### config.mk
export PLATFORM = sky130hd
export DESIGN_NAME = order_message_stream_parser
export DESIGN_NICKNAME = d
export VERILOG_FILES = /design/src/hw/rtl/ompar_pkg.sv /design/src/hw/rtl/ompar_fifo.sv /design/src/hw/rtl/ompar_front.sv /design/src/hw/rtl/ompar_back.sv /design/src/hw/rtl/order_message_stream_parser.sv
export SDC_FILE = /design/constraint.sdc
export NUM_CORES = 1
export LEC_CHECK = 0
export BUFFER_PORTS_ARGS = -buffer_cell sky130_fd_sc_hd__buf_2
export CORE_MARGIN = 4
export CORE_UTILIZATION = 50
export CTS_CLUSTER_SIZE = 24
export DETAILED_ROUTE_END_ITERATION = 10
export GPL_TIMING_DRIVEN = 0
export PLACE_DENSITY = 0.68
export SYNTH_ARGS = -nofsm -noshare
export SYNTH_HDL_FRONTEND = slang
export SYNTH_SLANG_ARGS = --single-unit
### constraint.sdc
create_clock -name clock -period 19 [get_ports clock]
set_clock_uncertainty 0.15 [all_clocks]
set_input_delay 1.9 -clock clock [delete_from_list [all_inputs] [get_ports clock]]
set_output_delay 1.9 -clock clock [all_outputs]
set_load 0.01 [all_outputs]
### src/hw/rtl/ompar_pkg.sv
`timescale 1ns / 1ps
// ----------------------------------------------------------------------------
// ompar_pkg
// Shared types, codes and constants of the order message stream parser.
// ----------------------------------------------------------------------------
package ompar_pkg;

   localparam int HEADER_BYTES = 2;

   // queue depths between the stages and at the result side
   localparam int CMD_QUEUE_DEPTH = 2;
   localparam int RSP_QUEUE_DEPTH = 2;

   localparam logic [2:0] KIND_ADD     = 3'd0;
   localparam logic [2:0] KIND_CANCEL  = 3'd1;
   localparam logic [2:0] KIND_EXECUTE = 3'd2;
   localparam logic [2:0] KIND_DELETE  = 3'd3;
   localparam logic [2:0] KIND_REPLACE = 3'd4;

   localparam logic [1:0] STATUS_OK      = 2'd0;
   localparam logic [1:0] STATUS_UNKNOWN = 2'd1;
   localparam logic [1:0] STATUS_SHORT   = 2'd2;

   localparam logic [7:0] TYPE_ADD     = 8'h41; // 'A'
   localparam logic [7:0] TYPE_CANCEL  = 8'h58; // 'X'
   localparam logic [7:0] TYPE_EXECUTE = 8'h45; // 'E'
   localparam logic [7:0] TYPE_DELETE  = 8'h44; // 'D'
   localparam logic [7:0] TYPE_REPLACE = 8'h52; // 'R'
   localparam logic [7:0] SIDE_BUY     = 8'h42; // 'B'
   localparam logic [7:0] CHAR_SPACE   = 8'h20;

   localparam logic [15:0] LEN_ADD     = 16'd36;
   localparam logic [15:0] LEN_CANCEL  = 16'd23;
   localparam logic [15:0] LEN_EXECUTE = 16'd31;
   localparam logic [15:0] LEN_DELETE  = 16'd19;
   localparam logic [15:0] LEN_REPLACE = 16'd35;

   typedef enum logic [2:0] {
      FIELD_NONE,
      FIELD_STAMP,
      FIELD_ORDER,
      FIELD_SIDE,
      FIELD_QTY,
      FIELD_SYMBOL,
      FIELD_PRICE
   } field_type;

   typedef struct packed {
      logic [7:0] data_byte;
      logic       end_of_buffer;
   } req_item_type;

   typedef struct packed {
      logic [2:0]  message_kind;
      logic [1:0]  status;
      logic [47:0] stamp_ns;
      logic [63:0] order_ref;
      logic        buy_side;
      logic [31:0] quantity;
      logic [31:0] raw_price;
      logic [63:0] symbol_chars;
   } rsp_item_type;

   // classified byte handed from the front to the back
   typedef struct packed {
      logic [7:0] data_byte;
      field_type  field;
      logic       clear;
      logic       emit;
      logic [2:0] kind;
      logic [1:0] status;
   } cmd_type;

   function automatic logic [15:0] need_length(input logic [2:0] kind);
      logic [15:0] len;
      case (kind)
         KIND_ADD:     len = LEN_ADD;
         KIND_CANCEL:  len = LEN_CANCEL;
         KIND_EXECUTE: len = LEN_EXECUTE;
         KIND_DELETE:  len = LEN_DELETE;
         KIND_REPLACE: len = LEN_REPLACE;
         default:      len = LEN_ADD;
      endcase
      return len;
   endfunction

endpackage

### src/hw/rtl/ompar_fifo.sv
`timescale 1ns / 1ps
// ----------------------------------------------------------------------------
// ompar_fifo
// Small register queue with push/full and pop/empty sides.
// ----------------------------------------------------------------------------
module ompar_fifo #(
   parameter int WIDTH = 8,
   parameter int DEPTH = 2
) (
   input  logic             clock,
   input  logic             reset,
   input  logic             push,
   output logic             full,
   input  logic [WIDTH-1:0] wr_data,
   input  logic             pop,
   output logic             empty,
   output logic [WIDTH-1:0] rd_data
);

   localparam int PTR_W = (DEPTH > 1) ? $clog2(DEPTH) : 1;
   localparam int CNT_W = $clog2(DEPTH + 1);

   logic [WIDTH-1:0] mem_ff [DEPTH];
   logic [PTR_W-1:0] wr_ptr_ff, wr_ptr_in;
   logic [PTR_W-1:0] rd_ptr_ff, rd_ptr_in;
   logic [CNT_W-1:0] count_ff, count_in;
   logic             do_push, do_pop;

   assign full    = (count_ff == CNT_W'(DEPTH));
   assign empty   = (count_ff == '0);
   assign do_push = push & ~full;
   assign do_pop  = pop & ~empty;
   assign rd_data = mem_ff[rd_ptr_ff];

   always_comb begin
      wr_ptr_in = wr_ptr_ff;
      rd_ptr_in = rd_ptr_ff;
      count_in  = count_ff;
      if (do_push) begin
         wr_ptr_in = (wr_ptr_ff == PTR_W'(DEPTH - 1)) ? '0 : wr_ptr_ff + PTR_W'(1);
      end
      if (do_pop) begin
         rd_ptr_in = (rd_ptr_ff == PTR_W'(DEPTH - 1)) ? '0 : rd_ptr_ff + PTR_W'(1);
      end
      case ({do_push, do_pop})
         2'b10:   count_in = count_ff + CNT_W'(1);
         2'b01:   count_in = count_ff - CNT_W'(1);
         default: count_in = count_ff;
      endcase
   end

   always_ff @(posedge clock) begin
      if (reset) begin
         wr_ptr_ff <= '0;
         rd_ptr_ff <= '0;
         count_ff  <= '0;
      end else begin
         wr_ptr_ff <= wr_ptr_in;
         rd_ptr_ff <= rd_ptr_in;
         count_ff  <= count_in;
      end
   end

   always_ff @(posedge clock) begin
      if (do_push) begin
         mem_ff[wr_ptr_ff] <= wr_data;
      end
   end

endmodule

### src/hw/rtl/ompar_front.sv
`timescale 1ns / 1ps
// ----------------------------------------------------------------------------
// ompar_front
// Tracks header, type and body position of the byte stream and classifies
// each byte into a command for the field collector.
// ----------------------------------------------------------------------------
module ompar_front (
   input  logic                   clock,
   input  logic                   reset,
   input  logic                   req_push,
   output logic                   req_full,
   input  ompar_pkg::req_item_type req_data,
   output logic                   cmd_push,
   input  logic                   cmd_full,
   output ompar_pkg::cmd_type     cmd_data
);

   localparam logic [15:0] OFS_STAMP_LO  = 16'd5;
   localparam logic [15:0] OFS_STAMP_HI  = 16'd10;
   localparam logic [15:0] OFS_ORDER_LO  = 16'd11;
   localparam logic [15:0] OFS_ORDER_HI  = 16'd18;
   localparam logic [15:0] OFS_A_SIDE    = 16'd19;
   localparam logic [15:0] OFS_A_QTY_LO  = 16'd20;
   localparam logic [15:0] OFS_A_QTY_HI  = 16'd23;
   localparam logic [15:0] OFS_A_SYM_LO  = 16'd24;
   localparam logic [15:0] OFS_A_SYM_HI  = 16'd31;
   localparam logic [15:0] OFS_A_PRC_LO  = 16'd32;
   localparam logic [15:0] OFS_A_PRC_HI  = 16'd35;
   localparam logic [15:0] OFS_X_QTY_LO  = 16'd19;
   localparam logic [15:0] OFS_X_QTY_HI  = 16'd22;
   localparam logic [15:0] OFS_R_QTY_LO  = 16'd27;
   localparam logic [15:0] OFS_R_QTY_HI  = 16'd30;
   localparam logic [15:0] OFS_R_PRC_LO  = 16'd31;
   localparam logic [15:0] OFS_R_PRC_HI  = 16'd34;

   logic [1:0]  hdr_cnt_ff, hdr_cnt_in;
   logic [15:0] length_ff, length_in;
   logic [15:0] index_ff, index_in;
   logic [2:0]  kind_ff, kind_in;
   logic        discard_ff, discard_in;

   logic                 accept;
   logic                 type_known;
   logic [2:0]           type_kind;
   ompar_pkg::field_type body_field;
   logic                 body_last;

   assign req_full  = cmd_full;
   assign accept    = req_push & ~cmd_full;
   assign body_last = (index_ff == length_ff - 16'd1);

   always_comb begin
      type_known = 1'b1;
      case (req_data.data_byte)
         ompar_pkg::TYPE_ADD:     type_kind = ompar_pkg::KIND_ADD;
         ompar_pkg::TYPE_CANCEL:  type_kind = ompar_pkg::KIND_CANCEL;
         ompar_pkg::TYPE_EXECUTE: type_kind = ompar_pkg::KIND_EXECUTE;
         ompar_pkg::TYPE_DELETE:  type_kind = ompar_pkg::KIND_DELETE;
         ompar_pkg::TYPE_REPLACE: type_kind = ompar_pkg::KIND_REPLACE;
         default: begin
            type_kind  = ompar_pkg::KIND_ADD;
            type_known = 1'b0;
         end
      endcase
   end

   // field layout by body offset; the common fields come first for every type
   always_comb begin
      body_field = ompar_pkg::FIELD_NONE;
      if (index_ff >= OFS_STAMP_LO && index_ff <= OFS_STAMP_HI) begin
         body_field = ompar_pkg::FIELD_STAMP;
      end else if (index_ff >= OFS_ORDER_LO && index_ff <= OFS_ORDER_HI) begin
         body_field = ompar_pkg::FIELD_ORDER;
      end else begin
         case (kind_ff)
            ompar_pkg::KIND_ADD: begin
               if (index_ff == OFS_A_SIDE) begin
                  body_field = ompar_pkg::FIELD_SIDE;
               end else if (index_ff >= OFS_A_QTY_LO && index_ff <= OFS_A_QTY_HI) begin
                  body_field = ompar_pkg::FIELD_QTY;
               end else if (index_ff >= OFS_A_SYM_LO && index_ff <= OFS_A_SYM_HI) begin
                  body_field = ompar_pkg::FIELD_SYMBOL;
               end else if (index_ff >= OFS_A_PRC_LO && index_ff <= OFS_A_PRC_HI) begin
                  body_field = ompar_pkg::FIELD_PRICE;
               end
            end
            ompar_pkg::KIND_CANCEL, ompar_pkg::KIND_EXECUTE: begin
               if (index_ff >= OFS_X_QTY_LO && index_ff <= OFS_X_QTY_HI) begin
                  body_field = ompar_pkg::FIELD_QTY;
               end
            end
            ompar_pkg::KIND_REPLACE: begin
               if (index_ff >= OFS_R_QTY_LO && index_ff <= OFS_R_QTY_HI) begin
                  body_field = ompar_pkg::FIELD_QTY;
               end else if (index_ff >= OFS_R_PRC_LO && index_ff <= OFS_R_PRC_HI) begin
                  body_field = ompar_pkg::FIELD_PRICE;
               end
            end
            default: body_field = ompar_pkg::FIELD_NONE;
         endcase
      end
   end

   always_comb begin
      hdr_cnt_in = hdr_cnt_ff;
      length_in  = length_ff;
      index_in   = index_ff;
      kind_in    = kind_ff;
      discard_in = discard_ff;

      cmd_push           = 1'b0;
      cmd_data.data_byte = req_data.data_byte;
      cmd_data.field     = ompar_pkg::FIELD_NONE;
      cmd_data.clear     = 1'b0;
      cmd_data.emit      = 1'b0;
      cmd_data.kind      = kind_ff;
      cmd_data.status    = ompar_pkg::STATUS_OK;

      if (accept && !discard_ff) begin
         if (hdr_cnt_ff < 2'(ompar_pkg::HEADER_BYTES)) begin
            length_in  = {length_ff[7:0], req_data.data_byte};
            hdr_cnt_in = hdr_cnt_ff + 2'd1;
         end else if (index_ff == '0) begin
            // type byte: clear the collector, flag errors at once
            cmd_push       = 1'b1;
            cmd_data.clear = 1'b1;
            cmd_data.kind  = type_kind;
            if (!type_known) begin
               cmd_data.emit   = 1'b1;
               cmd_data.status = ompar_pkg::STATUS_UNKNOWN;
               discard_in      = 1'b1;
            end else if (length_ff < ompar_pkg::need_length(type_kind)) begin
               cmd_data.emit   = 1'b1;
               cmd_data.status = ompar_pkg::STATUS_SHORT;
               discard_in      = 1'b1;
            end else begin
               kind_in  = type_kind;
               index_in = index_ff + 16'd1;
            end
         end else begin
            cmd_data.field = body_field;
            cmd_data.emit  = body_last;
            cmd_push       = (body_field != ompar_pkg::FIELD_NONE) || body_last;
            if (body_last) begin
               hdr_cnt_in = '0;
               length_in  = '0;
               index_in   = '0;
            end else begin
               index_in = index_ff + 16'd1;
            end
         end
      end

      if (accept && req_data.end_of_buffer) begin
         hdr_cnt_in = '0;
         length_in  = '0;
         index_in   = '0;
         kind_in    = ompar_pkg::KIND_ADD;
         discard_in = 1'b0;
      end
   end

   always_ff @(posedge clock) begin
      if (reset) begin
         hdr_cnt_ff <= '0;
         length_ff  <= '0;
         index_ff   <= '0;
         kind_ff    <= ompar_pkg::KIND_ADD;
         discard_ff <= 1'b0;
      end else begin
         hdr_cnt_ff <= hdr_cnt_in;
         length_ff  <= length_in;
         index_ff   <= index_in;
         kind_ff    <= kind_in;
         discard_ff <= discard_in;
      end
   end

endmodule

### src/hw/rtl/ompar_back.sv
`timescale 1ns / 1ps
// ----------------------------------------------------------------------------
// ompar_back
// Collects big-endian fields from classified bytes and builds the result
// item when a message completes or fails.
// ----------------------------------------------------------------------------
module ompar_back (
   input  logic                    clock,
   input  logic                    reset,
   input  logic                    cmd_empty,
   output logic                    cmd_pop,
   input  ompar_pkg::cmd_type      cmd_data,
   output logic                    rsp_push,
   input  logic                    rsp_full,
   output ompar_pkg::rsp_item_type rsp_data
);

   logic [47:0] stamp_ff, stamp_in;
   logic [63:0] order_ff, order_in;
   logic        side_ff, side_in;
   logic [31:0] qty_ff, qty_in;
   logic [31:0] price_ff, price_in;
   logic [63:0] symbol_ff, symbol_in;

   // zero trailing spaces, scanning up from the last symbol byte
   function automatic logic [63:0] trim_symbol(input logic [63:0] sym);
      logic [63:0] s;
      logic        run;
      s   = sym;
      run = 1'b1;
      for (int k = 0; k < 8; k++) begin
         if (run && s[8*k +: 8] == ompar_pkg::CHAR_SPACE) begin
            s[8*k +: 8] = 8'h00;
         end else begin
            run = 1'b0;
         end
      end
      return s;
   endfunction

   // hold the command while a result has nowhere to go
   assign cmd_pop  = ~cmd_empty & (~cmd_data.emit | ~rsp_full);
   assign rsp_push = cmd_pop & cmd_data.emit;

   always_comb begin
      stamp_in  = stamp_ff;
      order_in  = order_ff;
      side_in   = side_ff;
      qty_in    = qty_ff;
      price_in  = price_ff;
      symbol_in = symbol_ff;
      if (cmd_data.clear) begin
         stamp_in  = '0;
         order_in  = '0;
         side_in   = 1'b0;
         qty_in    = '0;
         price_in  = '0;
         symbol_in = '0;
      end
      case (cmd_data.field)
         ompar_pkg::FIELD_STAMP:  stamp_in  = {stamp_ff[39:0], cmd_data.data_byte};
         ompar_pkg::FIELD_ORDER:  order_in  = {order_ff[55:0], cmd_data.data_byte};
         ompar_pkg::FIELD_SIDE:   side_in   = (cmd_data.data_byte == ompar_pkg::SIDE_BUY);
         ompar_pkg::FIELD_QTY:    qty_in    = {qty_ff[23:0], cmd_data.data_byte};
         ompar_pkg::FIELD_SYMBOL: symbol_in = {symbol_ff[55:0], cmd_data.data_byte};
         ompar_pkg::FIELD_PRICE:  price_in  = {price_ff[23:0], cmd_data.data_byte};
         default: ;
      endcase
   end

   always_comb begin
      rsp_data.message_kind = cmd_data.kind;
      rsp_data.status       = cmd_data.status;
      rsp_data.stamp_ns     = '0;
      rsp_data.order_ref    = '0;
      rsp_data.buy_side     = 1'b0;
      rsp_data.quantity     = '0;
      rsp_data.raw_price    = '0;
      rsp_data.symbol_chars = '0;
      if (cmd_data.status == ompar_pkg::STATUS_OK) begin
         rsp_data.stamp_ns     = stamp_in;
         rsp_data.order_ref    = order_in;
         rsp_data.buy_side     = side_in;
         rsp_data.quantity     = qty_in;
         rsp_data.raw_price    = price_in;
         rsp_data.symbol_chars = trim_symbol(symbol_in);
      end
   end

   always_ff @(posedge clock) begin
      if (cmd_pop) begin
         stamp_ff  <= stamp_in;
         order_ff  <= order_in;
         side_ff   <= side_in;
         qty_ff    <= qty_in;
         price_ff  <= price_in;
         symbol_ff <= symbol_in;
      end
   end

   property p_no_emit_into_full;
      @(posedge clock) disable iff (reset)
         (!cmd_empty && cmd_data.emit && rsp_full) |-> !cmd_pop;
   endproperty
   assert property (p_no_emit_into_full)
      else $error("result transfer issued into a full queue");

endmodule

### src/hw/rtl/order_message_stream_parser.sv
`timescale 1ns / 1ps
// ----------------------------------------------------------------------------
// order_message_stream_parser
// Byte-stream parser for length-prefixed market order messages.
// ----------------------------------------------------------------------------
// Usage:
//   Input queue side: drive req_data (one stream byte plus end-of-buffer
//   flag) and req_push; a byte transfers on a clock edge with req_push high
//   and req_full low. Result queue side: while rsp_empty is low the oldest
//   result sits on rsp_data; raise rsp_pop to transfer it.
//   One byte per cycle is accepted sustained while req_full stays low. The
//   front tracks header, type and offset of each byte and passes classified
//   bytes through a short command queue to the back, which collects the
//   fields and writes the result of the byte that completes or fails its
//   message into the result queue, from where it is shown on rsp_data.
//   Reset (synchronous) empties both queues and returns the parser to the
//   start of a message header. When the receiver stalls, results wait in
//   the result queue; once it fills, the back holds its command, the
//   command queue fills and req_full rises. Bytes that produce no command
//   (header, skipped and discarded bytes) still need a free command slot.
// ----------------------------------------------------------------------------
module order_message_stream_parser #(
   parameter int CMD_DEPTH = ompar_pkg::CMD_QUEUE_DEPTH,
   parameter int RSP_DEPTH = ompar_pkg::RSP_QUEUE_DEPTH
) (
   input  logic                    clock,
   input  logic                    reset,
   input  logic                    req_push,
   output logic                    req_full,
   input  ompar_pkg::req_item_type req_data,
   output logic                    rsp_empty,
   input  logic                    rsp_pop,
   output ompar_pkg::rsp_item_type rsp_data
);

   localparam int CMD_W = $bits(ompar_pkg::cmd_type);
   localparam int RSP_W = $bits(ompar_pkg::rsp_item_type);

   ompar_pkg::cmd_type      front_cmd;
   ompar_pkg::cmd_type      back_cmd;
   logic                    front_push;
   logic                    cmd_full;
   logic                    cmd_empty;
   logic                    cmd_pop;
   logic                    back_push;
   logic                    rsp_full;
   ompar_pkg::rsp_item_type back_rsp;

   ompar_front u_front (
      .clock    (clock),
      .reset    (reset),
      .req_push (req_push),
      .req_full (req_full),
      .req_data (req_data),
      .cmd_push (front_push),
      .cmd_full (cmd_full),
      .cmd_data (front_cmd)
   );

   ompar_fifo #(
      .WIDTH (CMD_W),
      .DEPTH (CMD_DEPTH)
   ) u_cmd_queue (
      .clock   (clock),
      .reset   (reset),
      .push    (front_push),
      .full    (cmd_full),
      .wr_data (front_cmd),
      .pop     (cmd_pop),
      .empty   (cmd_empty),
      .rd_data (back_cmd)
   );

   ompar_back u_back (
      .clock     (clock),
      .reset     (reset),
      .cmd_empty (cmd_empty),
      .cmd_pop   (cmd_pop),
      .cmd_data  (back_cmd),
      .rsp_push  (back_push),
      .rsp_full  (rsp_full),
      .rsp_data  (back_rsp)
   );

   ompar_fifo #(
      .WIDTH (RSP_W),
      .DEPTH (RSP_DEPTH)
   ) u_rsp_queue (
      .clock   (clock),
      .reset   (reset),
      .push    (back_push),
      .full    (rsp_full),
      .wr_data (back_rsp),
      .pop     (rsp_pop),
      .empty   (rsp_empty),
      .rd_data (rsp_data)
   );

   property p_error_has_no_fields;
      @(posedge clock) disable iff (reset)
         (!rsp_empty && rsp_data.status != ompar_pkg::STATUS_OK) |->
            (rsp_data.stamp_ns == '0 && rsp_data.order_ref == '0 &&
             rsp_data.quantity == '0 && rsp_data.raw_price == '0 &&
             rsp_data.symbol_chars == '0 && !rsp_data.buy_side);
   endproperty
   assert property (p_error_has_no_fields)
      else $error("error result carries field data");

   property p_unknown_reports_add_kind;
      @(posedge clock) disable iff (reset)
         (!rsp_empty && rsp_data.status == ompar_pkg::STATUS_UNKNOWN) |->
            (rsp_data.message_kind == ompar_pkg::KIND_ADD);
   endproperty
   assert property (p_unknown_reports_add_kind)
      else $error("unknown-type result with nonzero kind");

   property p_add_only_fields;
      @(posedge clock) disable iff (reset)
         (!rsp_empty && rsp_data.message_kind != ompar_pkg::KIND_ADD) |->
            (!rsp_data.buy_side && rsp_data.symbol_chars == '0);
   endproperty
   assert property (p_add_only_fields)
      else $error("side or symbol set on a non-add result");

   property p_result_codes_legal;
      @(posedge clock) disable iff (reset)
         !rsp_empty |-> (rsp_data.message_kind <= ompar_pkg::KIND_REPLACE &&
                         rsp_data.status <= ompar_pkg::STATUS_SHORT);
   endproperty
   assert property (p_result_codes_legal)
      else $error("result kind or status code out of range");

endmodule

# After elaboration in Yosys (flattened, before gate mapping)
# Memory sizes are Yosys's and may differ from the RTL's. A register that Yosys moved wholly into a read port is not among the register bits.
# Cells that the tools add are included.
# totals
register_bits	287
ram_bits	528
in_bits	13
out_inout_bits	248
mem_count	2
# memory_table
name	words	word_bits	rd	rd_ports_with_merged_regs	write_ports	line_no	text
u_rsp_queue.mem_ff	2	246	1	1	1	ompar_fifo.sv:23	logic [WIDTH-1:0] mem_ff [DEPTH];
u_cmd_queue.mem_ff	2	18	1	1	1	ompar_fifo.sv:23	
# classes
addsub	11
n_lt_le_gt_ge	18
eq_ne	39
n_mux	91
bitwise	15
reduce_logical	35
# ops
op	n
$mux 64	4
$mux 241	1
$mux 16	11
$mux 32	4
$mux 48	2
$ge 16x5->1 const B	5
$le 16x5->1 const B	5
$eq 8x6->1 const B	8
$mux 8	8
$eq 8x7->1 const B	6
$mux 1	38
$le 16x6->1 const B	2
$mux 3	10
$pmux 6 s4	1
$mux 10	2
$logic_and 1x1->1	17
$add 16x1->16 const B	1
$eq 16x16->1	1
$eq 16x5->1 const B	1
$ge 16x3->1 const B	1
$ge 16x4->1 const B	1
$ge 16x6->1 const B	1
$le 16x4->1 const B	1
$logic_not 16->1	1
other kinds (32)	77

# Longest topological paths before layout
# Gate-level depths: netlist of run 1.
# depth
depth_word	26
mapped_depth	16

# Cells and area by module
# From an unflattened synthesis of run 1, not the netlist that was laid out.
# hier_totals
cells_unflattened	2614
hier_area_um2	34926.0
# modules_own_cells
mod	n_inst	cells_per_inst	area_each_um2
ompar_fifo (u_rsp_queue)	1	791	17903.4
ompar_back	1	1371	12602.1
ompar_front	1	370	2902.8
ompar_fifo (u_cmd_queue)	1	82	1517.7

# Least setup slack after synthesis of run 1
# Ideal clock, no wire load.
# synth_timing
path_kind	reg-to-reg
start	reg with a tool-made name
end	reg u_cmd_queue.count_ff[1]
setup_time_ps	71
t_arrival_ps	15078
path_slack_ps	3701
stages_incl_launch_ff	10
period_less_slack_ps	15299
cell_sequence	dfxtp_1 buf_6 buf_6 clkbuf_1 mux2i_1 inv_1 a21oi_1 ha_1 or3_1 a21oi_1
# synth_rtl
item	line_no	text
end signal: assignment	ompar_fifo.sv:60	count_ff <= count_in;
end: declaration	ompar_fifo.sv:26	logic [CNT_W-1:0] count_ff, count_in;

==> out/results.txt, run 1 <==
Reg-to-reg endpoint: u_cmd_queue.mem_ff[1][17]
Worst Path Arrival: 3070 ps
Register bit total from synthesis: 817
Synthesized area: 35,100 µm²
Area of the multi-input gates: 10,200 µm²
1st-iter DRT viols: 1,986
Fin crit share: 0.270
Non-Filler Instances: 4,020
CTS Sinks: 817
Worst reg2reg setup slack: 14,610 ps
CP max FO: 10
CP endpoint kind: output port
Hold path startpoint: u_front.hdr_cnt_ff[0]
Crit path capture: rsp_data[196]
Max Buffers Root-to-Sink: 3
Number of I/O pins: 261
Relative slew slack: 0.0503
Avg Cell Area, Syn: 13.2 µm²
Drt first pass iters: 5
RSZ-0062 raised after global routing: no
Initial antenna violation count: 1
Clock root buffer: clkbuf_16
CP Class: reg2out
Initial core utilization: 0.508
Total of max-cap violations: 0
Seq/Total Area, Yosys: 0.685
Total chip power: 5.75 mW
Core Area: 69,100 µm²
FF/Latch Area: 24,100 µm²
Placed cells: 3,869
Remaining DRCs: 0
Netlist cell types: 86
CTS buffer count: 85
Vias in the first global route: 22,283
CP bufs+invs: 3
Drt total wl: 82,600 µm
Max Slew Vio Count: 0
IO buf count: 260
Wire length per cell: 20.6 µm
Routed vias: 22,291
Routability cong.: 0.900
GRT Residual Overflow: 0
Row count: 96
Tmin final: 5120 ps
Post-DP HPWL: 58,400 µm
Worst-Margin Slew: 1380 ps
Startpoint Class: register
Nets@finish: 3,050
Ant diodes: 0
All-layer global routing usage: 0.218
Leakage: 14.9 nW
Critical Path Stages: 4
Largest stage delay on the critical path: 910 ps
Hold crit path type: reg2reg
Total die area: 74,500 µm²
Synth top area cells: edfxtp_1 (66%), mux2_2 (8.1%), nand2_1 (4.1%), and2_1 (3.4%), nand3_1 (3.2%)
VDD IR-drop max: 0.0711 mV
Worst-path clk slew: 50 ps
CP Data Required Time: 16,950 ps
Area leader, netlist: edfxtp_1
Pwr dens: 141 nW/µm²
Die X: 273 µm
Top_reg_cell synth: edfxtp_1
Post-synth EDFFs: 769
Vias per cell: 5.55
Syn nets: 2,679
CTS H-Tree Depth: 3
Die height: 273 µm
R2r worst-path depth: 13
# setup viols final: 0
Cells after Synth: 2,654
Final Hold Vio Count: 0
First-pass GRT wire length: 128,000 µm
Critical Path Slowest Stage Cell: clkbuf_1
Setup ws final: 13,880 ps
Post-CTS sizing: 0
Worst R2R Start: u_front.length_ff[0]
Largest net degree at the start of global routing: 62
Worst path most repeated cell: clkbuf_1
Crit-path leading delay family: buffers and inverters
Synth top area share: 0.658
DP Worst Slack: 13,560 ps
Postcts setup bufs: 0
Final antenna-violating net count: 0
Run status: finished clean
CTS tree: done
Clk_lat worst skew: 620 ps
Filler cells: 5,402
Cts hold-fix bufs: 0
Layout cell share with drive strength beyond 1: 0.230
P&R area growth vs syn: 16.1%
CP cell instances: clkbuf_1 -> clkbuf_1 -> mux2_2 -> buf_2
Max Clk Rate: 195 MHz
Ys Warns: 0
Async set-reset flop share out of synthesis: 0
-- Yosys cell counts, types with 14 or more instances --
library cell / n
inv_1: 58
buf_1: 14
nor3_1: 22
xnor2_1: 22
o21ai_1: 17
dfxtp_1: 48
clkbuf_1: 139
and2_1: 193
nor2_1: 100
and3_1: 52
edfxtp_1: 769
nand3_1: 224
o21ai_0: 62
nand2_1: 385
a21oi_1: 80
nor4_1: 22
mux2_2: 252
-- per-stage QoR --
step,TNS [ps],util,cell area [µm²],hold slack [ps]
floorplan,0,-,35100,272
global placement,-85870,0.544,37600,325
detailed placement,0,0.552,38100,337
CTS,0,0.590,40800,342
global route,0,0.590,40800,371
finish,0,0.590,40800,348
-- per-layer routing --
layer | part of all wire | wire [µm] | GRT usage
met1 | 0.43 | 35400 | 0.301
met2 | 0.49 | 40300 | 0.363
met3 | 0.062 | 5120 | 0.0339
met4 | 0.022 | 1860 | 0.0600
met5 | 0 | 0 | 0
-- how the worst min path moves through the flow --
stage,end,slack [ps],cells after the start
finish,u_front.hdr_cnt_ff[0],350,1
global route,u_front.hdr_cnt_ff[0],370,1
CTS,u_front.hdr_cnt_ff[0],340,1
detailed placement,u_front.hdr_cnt_ff[0],340,1
global placement,u_front.hdr_cnt_ff[0],320,1
floorplan,u_front.hdr_cnt_ff[0],270,1
-- power by group --
group,switching (mW),internal (mW),total (mW)
clock network,0.666,0.922,1.59
registers,0.148,2.50,2.65
logic,0.970,0.542,1.51
-- area by class of cell --
type,instances,area share
flip-flops and latches,817,0.590
multi-input cells,1614,0.250
clock buffers,105,0.0553
repair buffers,284,0.0445
well taps,931,0.0286
plain buffers,164,0.0166
clock inverters,46,0.00958
inverters,59,0.00543
-- cell usage in the layout, fill, tap and decap left out, drive strengths merged, types with 81 or more instances in the layout --
cell type and count:
nor2 112, mux2 253, clkbuf 244, edfxtp 769, nand2 385, o21ai 82, nand3 227, a21oi 81
and2 194, buf 309
-- cell families (layout without fill, tap and decap cells) --
kind of cell / after synthesis / after routing / share of synthesized area
AOI/OAI and AO/OA: 221 / 221 / 0.0379
xor gates and xnor gates: 34 / 34 / 0.00891
adders and majority gates: 12 / 12 / 0.00428
buffers and inverters: 223 / 658 / 0.0256
DFF: 817 / 817 / 0.685
muxes: 266 / 266 / 0.0852
and+or+nand+nor: 1081 / 1081 / 0.153
-- registers in the layout, summed over array words and instances, names as in the netlist, 2 cells and up, named ones only --
name / flops
u_back.order_ff: 64
u_back.price_ff: 32
u_back.qty_ff: 32
u_back.stamp_ff: 48
u_back.symbol_ff: 64
u_cmd_queue.count_ff: 2
u_cmd_queue.mem_ff: 36
u_front.hdr_cnt_ff: 2
u_front.index_ff: 16
u_front.kind_ff: 3
u_front.length_ff: 16
u_rsp_queue.count_ff: 2
u_rsp_queue.mem_ff: 492
Note: power is estimated with default switching activity, not from simulation.
==> run 2, diff against run 1 <==
- PLACE_DENSITY: 0.68 -> 0.71
- clock period: 19 -> 4.1 ns (I/O delays scaled with it)
==> run 2 against run 1 <==
Compared with the run above:
- sequential power increased to 4.6 times the previous value
- count of clock-buffer cells in the layout unchanged
- die area unchanged
- power increased to 4.7 times the previous value
- non-clock buffer count increased by 5
- global-route usage about the same
- largest power group unchanged
- highest routed layer unchanged
==> out/results.txt, run 2 (same netlist as run 1, synthesis figures left out) <==
Startpoint Class: register (unchanged)
VDD IR-drop max: 0.317 mV (was 0.0711 mV)
IO buf count: 260 (unchanged)
Worst path most repeated cell: ha_1 (was clkbuf_1)
# setup viols final: 0 (unchanged)
Placed cells: 3,866 (was 3,869)
P&R area growth vs syn: 16.9% (was 16.1%)
Ant diodes: 0 (unchanged)
CP endpoint kind: register (was output port)
Nets@finish: 3,054 (was 3,050)
CTS Sinks: 817 (unchanged)
DP Worst Slack: -638 ps (was 13,560 ps)
Biggest regs: u_rsp_queue.mem_ff: 492 flops, u_back.order_ff: 64 flops, u_back.symbol_ff: 64 flops (unchanged)
Reg with most FFs: u_rsp_queue.mem_ff (unchanged)
CTS tree: done (unchanged)
Relative slew slack: 0.125 (was 0.0503)
Drt total wl: 83,000 µm (was 82,600 µm)
Initial antenna violation count: 1 (unchanged)
Clk pwr share: 0.289 (was 0.276)
Comb pwr share: 0.257 (was 0.263)
Hold crit path type: in2reg (was reg2reg)
Max Clk Rate: 257 MHz
Final Hold Vio Count: 0 (unchanged)
Core Area: 69,100 µm² (unchanged)
Total die area: 74,500 µm² (unchanged)
Clock root buffer: clkbuf_16 (unchanged)
CP max FO: 10 (unchanged)
CP Launch Point: u_front.length_ff[0]
Non-Filler Instances: 4,030 (was 4,020)
Largest stage delay on the critical path: 430 ps (was 910 ps)
Number of flip-flops in the largest register: 492 (unchanged)
Max Slew Vio Count: 0 (unchanged)
First-pass GRT wire length: 128,000 µm (about the same)
Tmin final: 3890 ps
Vias per cell: 5.59 (was 5.55)
Reg-to-reg endpoint: u_cmd_queue.count_ff[1] (was u_cmd_queue.mem_ff[1][17])
Critical Path Slowest Stage Cell: a2111o_1 (was clkbuf_1)
Leakage: 15.1 nW (was 14.9 nW)
RSZ-0062 raised after global routing: no (unchanged)
1st-iter DRT viols: 2,141 (was 1,986)
Layout cell share with drive strength beyond 1: 0.232 (was 0.230)
Worst hold slack: 94.5 ps (was 348 ps)
Final TNS setup: 0 ps (unchanged)
Worst reg2reg setup slack: 210 ps (was 14,610 ps)
Setup ws final: 215 ps (was 13,880 ps)
GRT Residual Overflow: 0 (unchanged)
Max Buffers Root-to-Sink: 3 (unchanged)
Die X: 273 µm (unchanged)
CP cell instances: clkbuf_2 -> inv_1 -> ha_1 -> clkbuf_1 -> and2_1 -> o21a_1 -> o31a_1 -> a2111o_1 -> nor3_4 -> nand2_1 -> a41o_1 -> ha_1 -> or3_1 -> a21oi_1 (was clkbuf_1 -> clkbuf_1 -> mux2_2 -> buf_2)
All-layer global routing usage: 0.218 (about the same)
Switch Pwr: 8.32 mW (was 1.78 mW)
Worst-Margin Slew: 1280 ps (was 1380 ps)
Remaining DRCs: 0 (unchanged)
Drt first pass iters: 5 (unchanged)
Sequential Power Share: 0.454 (was 0.461)
Run status: finished clean (unchanged)
Total chip power: 27.1 mW (was 5.75 mW)
Row count: 96 (unchanged)
Most common cell after layout, fill and taps aside: edfxtp_1 (unchanged)
Die height: 273 µm (unchanged)
CP Data Required Time: 4490 ps (was 16,950 ps)
Routability cong.: 0.913 (was 0.900)
Routed vias: 22,545 (was 22,291)
P_int: 18.8 mW (was 3.96 mW)
Sw Ratio: 0.307 (was 0.310)
Worst R2R Start: u_front.length_ff[0] (unchanged)
Post-DP HPWL: 58,600 µm (was 58,400 µm)
Worst Path Arrival: 4280 ps (was 3070 ps)
Total of max-cap violations: 0 (unchanged)
Final antenna-violating net count: 0 (unchanged)
Vias in the first global route: 22,572 (was 22,283)
CTS H-Tree Depth: 3 (unchanged)
CP Class: reg2reg (was reg2out)
CTS buffer count: 84 (was 85)
Largest net degree at the start of global routing: 57 (was 62)
Clk_lat worst skew: 620 ps (about the same)
Wire length per cell: 20.6 µm (about the same)
Commonest cells after routing, fill and taps aside: edfxtp_1 (769), nand2_1 (385), buf_2 (263), mux2_2 (252), nand3_1 (224) (was edfxtp_1 (769), nand2_1 (385), buf_2 (262), mux2_2 (252), nand3_1 (224))
Pwr dens: 659 nW/µm² (was 141 nW/µm²)
Initial core utilization: 0.508 (unchanged)
Crit path capture: u_cmd_queue.count_ff[1] (was rsp_data[196])
Fin crit share: 0.948
R2r worst-path depth: 14 (was 13)
Number of I/O pins: 261 (unchanged)
Worst-path clk slew: 60 ps (was 50 ps)
run 2: changes by cell type in the layout (fill, tap and decap cells not counted), moves of 2 or more:
cell | before | now
dlygate4sd3_1 | 0 | 8
bufinv_16 | 6 | 11
buf_12 | 15 | 13
clkinv_2 | 15 | 12
nor2_4 | 1 | 3
nor2_1 | 99 | 97
clkbuf_1 | 156 | 152
clkbuf_16 | 87 | 90
run 2: worst min-delay path by stage:
| stage | from | to | slack (ps) | depth (start not counted) |
|---|---|---|---|---|
| CTS | reset | u_cmd_queue.wr_ptr_ff | 50 | 4 |
| global route | req_data[0] | u_front.length_ff[1] | 90 | 3 |
| global placement | u_front.hdr_cnt_ff[0] | u_front.hdr_cnt_ff[0] | 290 | 1 |
| finish | req_data[0] | u_front.length_ff[1] | 90 | 3 |
| detailed placement | u_front.hdr_cnt_ff[0] | u_front.hdr_cnt_ff[0] | 310 | 1 |
| floorplan | u_front.hdr_cnt_ff[0] | u_front.hdr_cnt_ff[0] | 270 | 1 |
run 2: worst max-delay path: cells and delay by family (launching register included):
| kind | cells | cell delay (ps) |
|---|---|---|
| flip-flops | 1 | 310 |
| AO/OA/AOI/OAI | 5 | 1370 |
| AND/OR/NAND/NOR | 4 | 890 |
| buffers and inverters | 3 | 510 |
| adder cells (fa/ha/maj) | 2 | 570 |
run 2: power by group through the flow:
stage | clock network [mW] | registers [mW] | logic (mW)
6_report | 7.83 | 12.3 | 6.97
5_1_grt | 8.33 | 12.4 | 7.57
4_1_cts | 7.96 | 12.3 | 7.01
3_5_place_dp | 0 | 12.4 | 6.95
3_3_place_gp | 0 | 12.8 | 6.80
2_1_floorplan | 0 | 12.5 | 4.17
run 2: final cells by class:
type                       instances  area (µm²)
buffer                           164         702
clock buffer                     105        2290
clock inverter                    51         562
fill                            5339       28000
inverter                          59         221
multi-input combinational       1614       10200
sequential                       817       24100
tap                              931        1160
timing repair buffer             289        1860
run 2: timing repair:
action | 4_1_cts | 5_1_grt
endpoints found under the hold margin | 20 | 0
pin swaps | 0 | 1
buffers inserted | 0 | 0
resized for setup | 6 | 4
setup endpoints to repair | 36 | 43
hold buffers | 8 | 0
run 2: routing by layer:
metal  GRT usage  vias to the layer above  part of all wire
li1            -                    10427                 -
met1       0.295                    11211              0.42
met2       0.365                      788              0.49
met3      0.0417                      119             0.070
met4      0.0570                        0             0.022
met5           0                        -                 0
run 2: through the flow:
| step | utilization | instance area [µm²] |
|---|---|---|
| after floorplan | - | 35200 |
| after global placement | 0.545 | 37600 |
| after detailed placement | 0.552 | 38100 |
| after CTS | 0.594 | 41100 |
| after global routing | 0.595 | 41100 |
| final | 0.595 | 41100 |
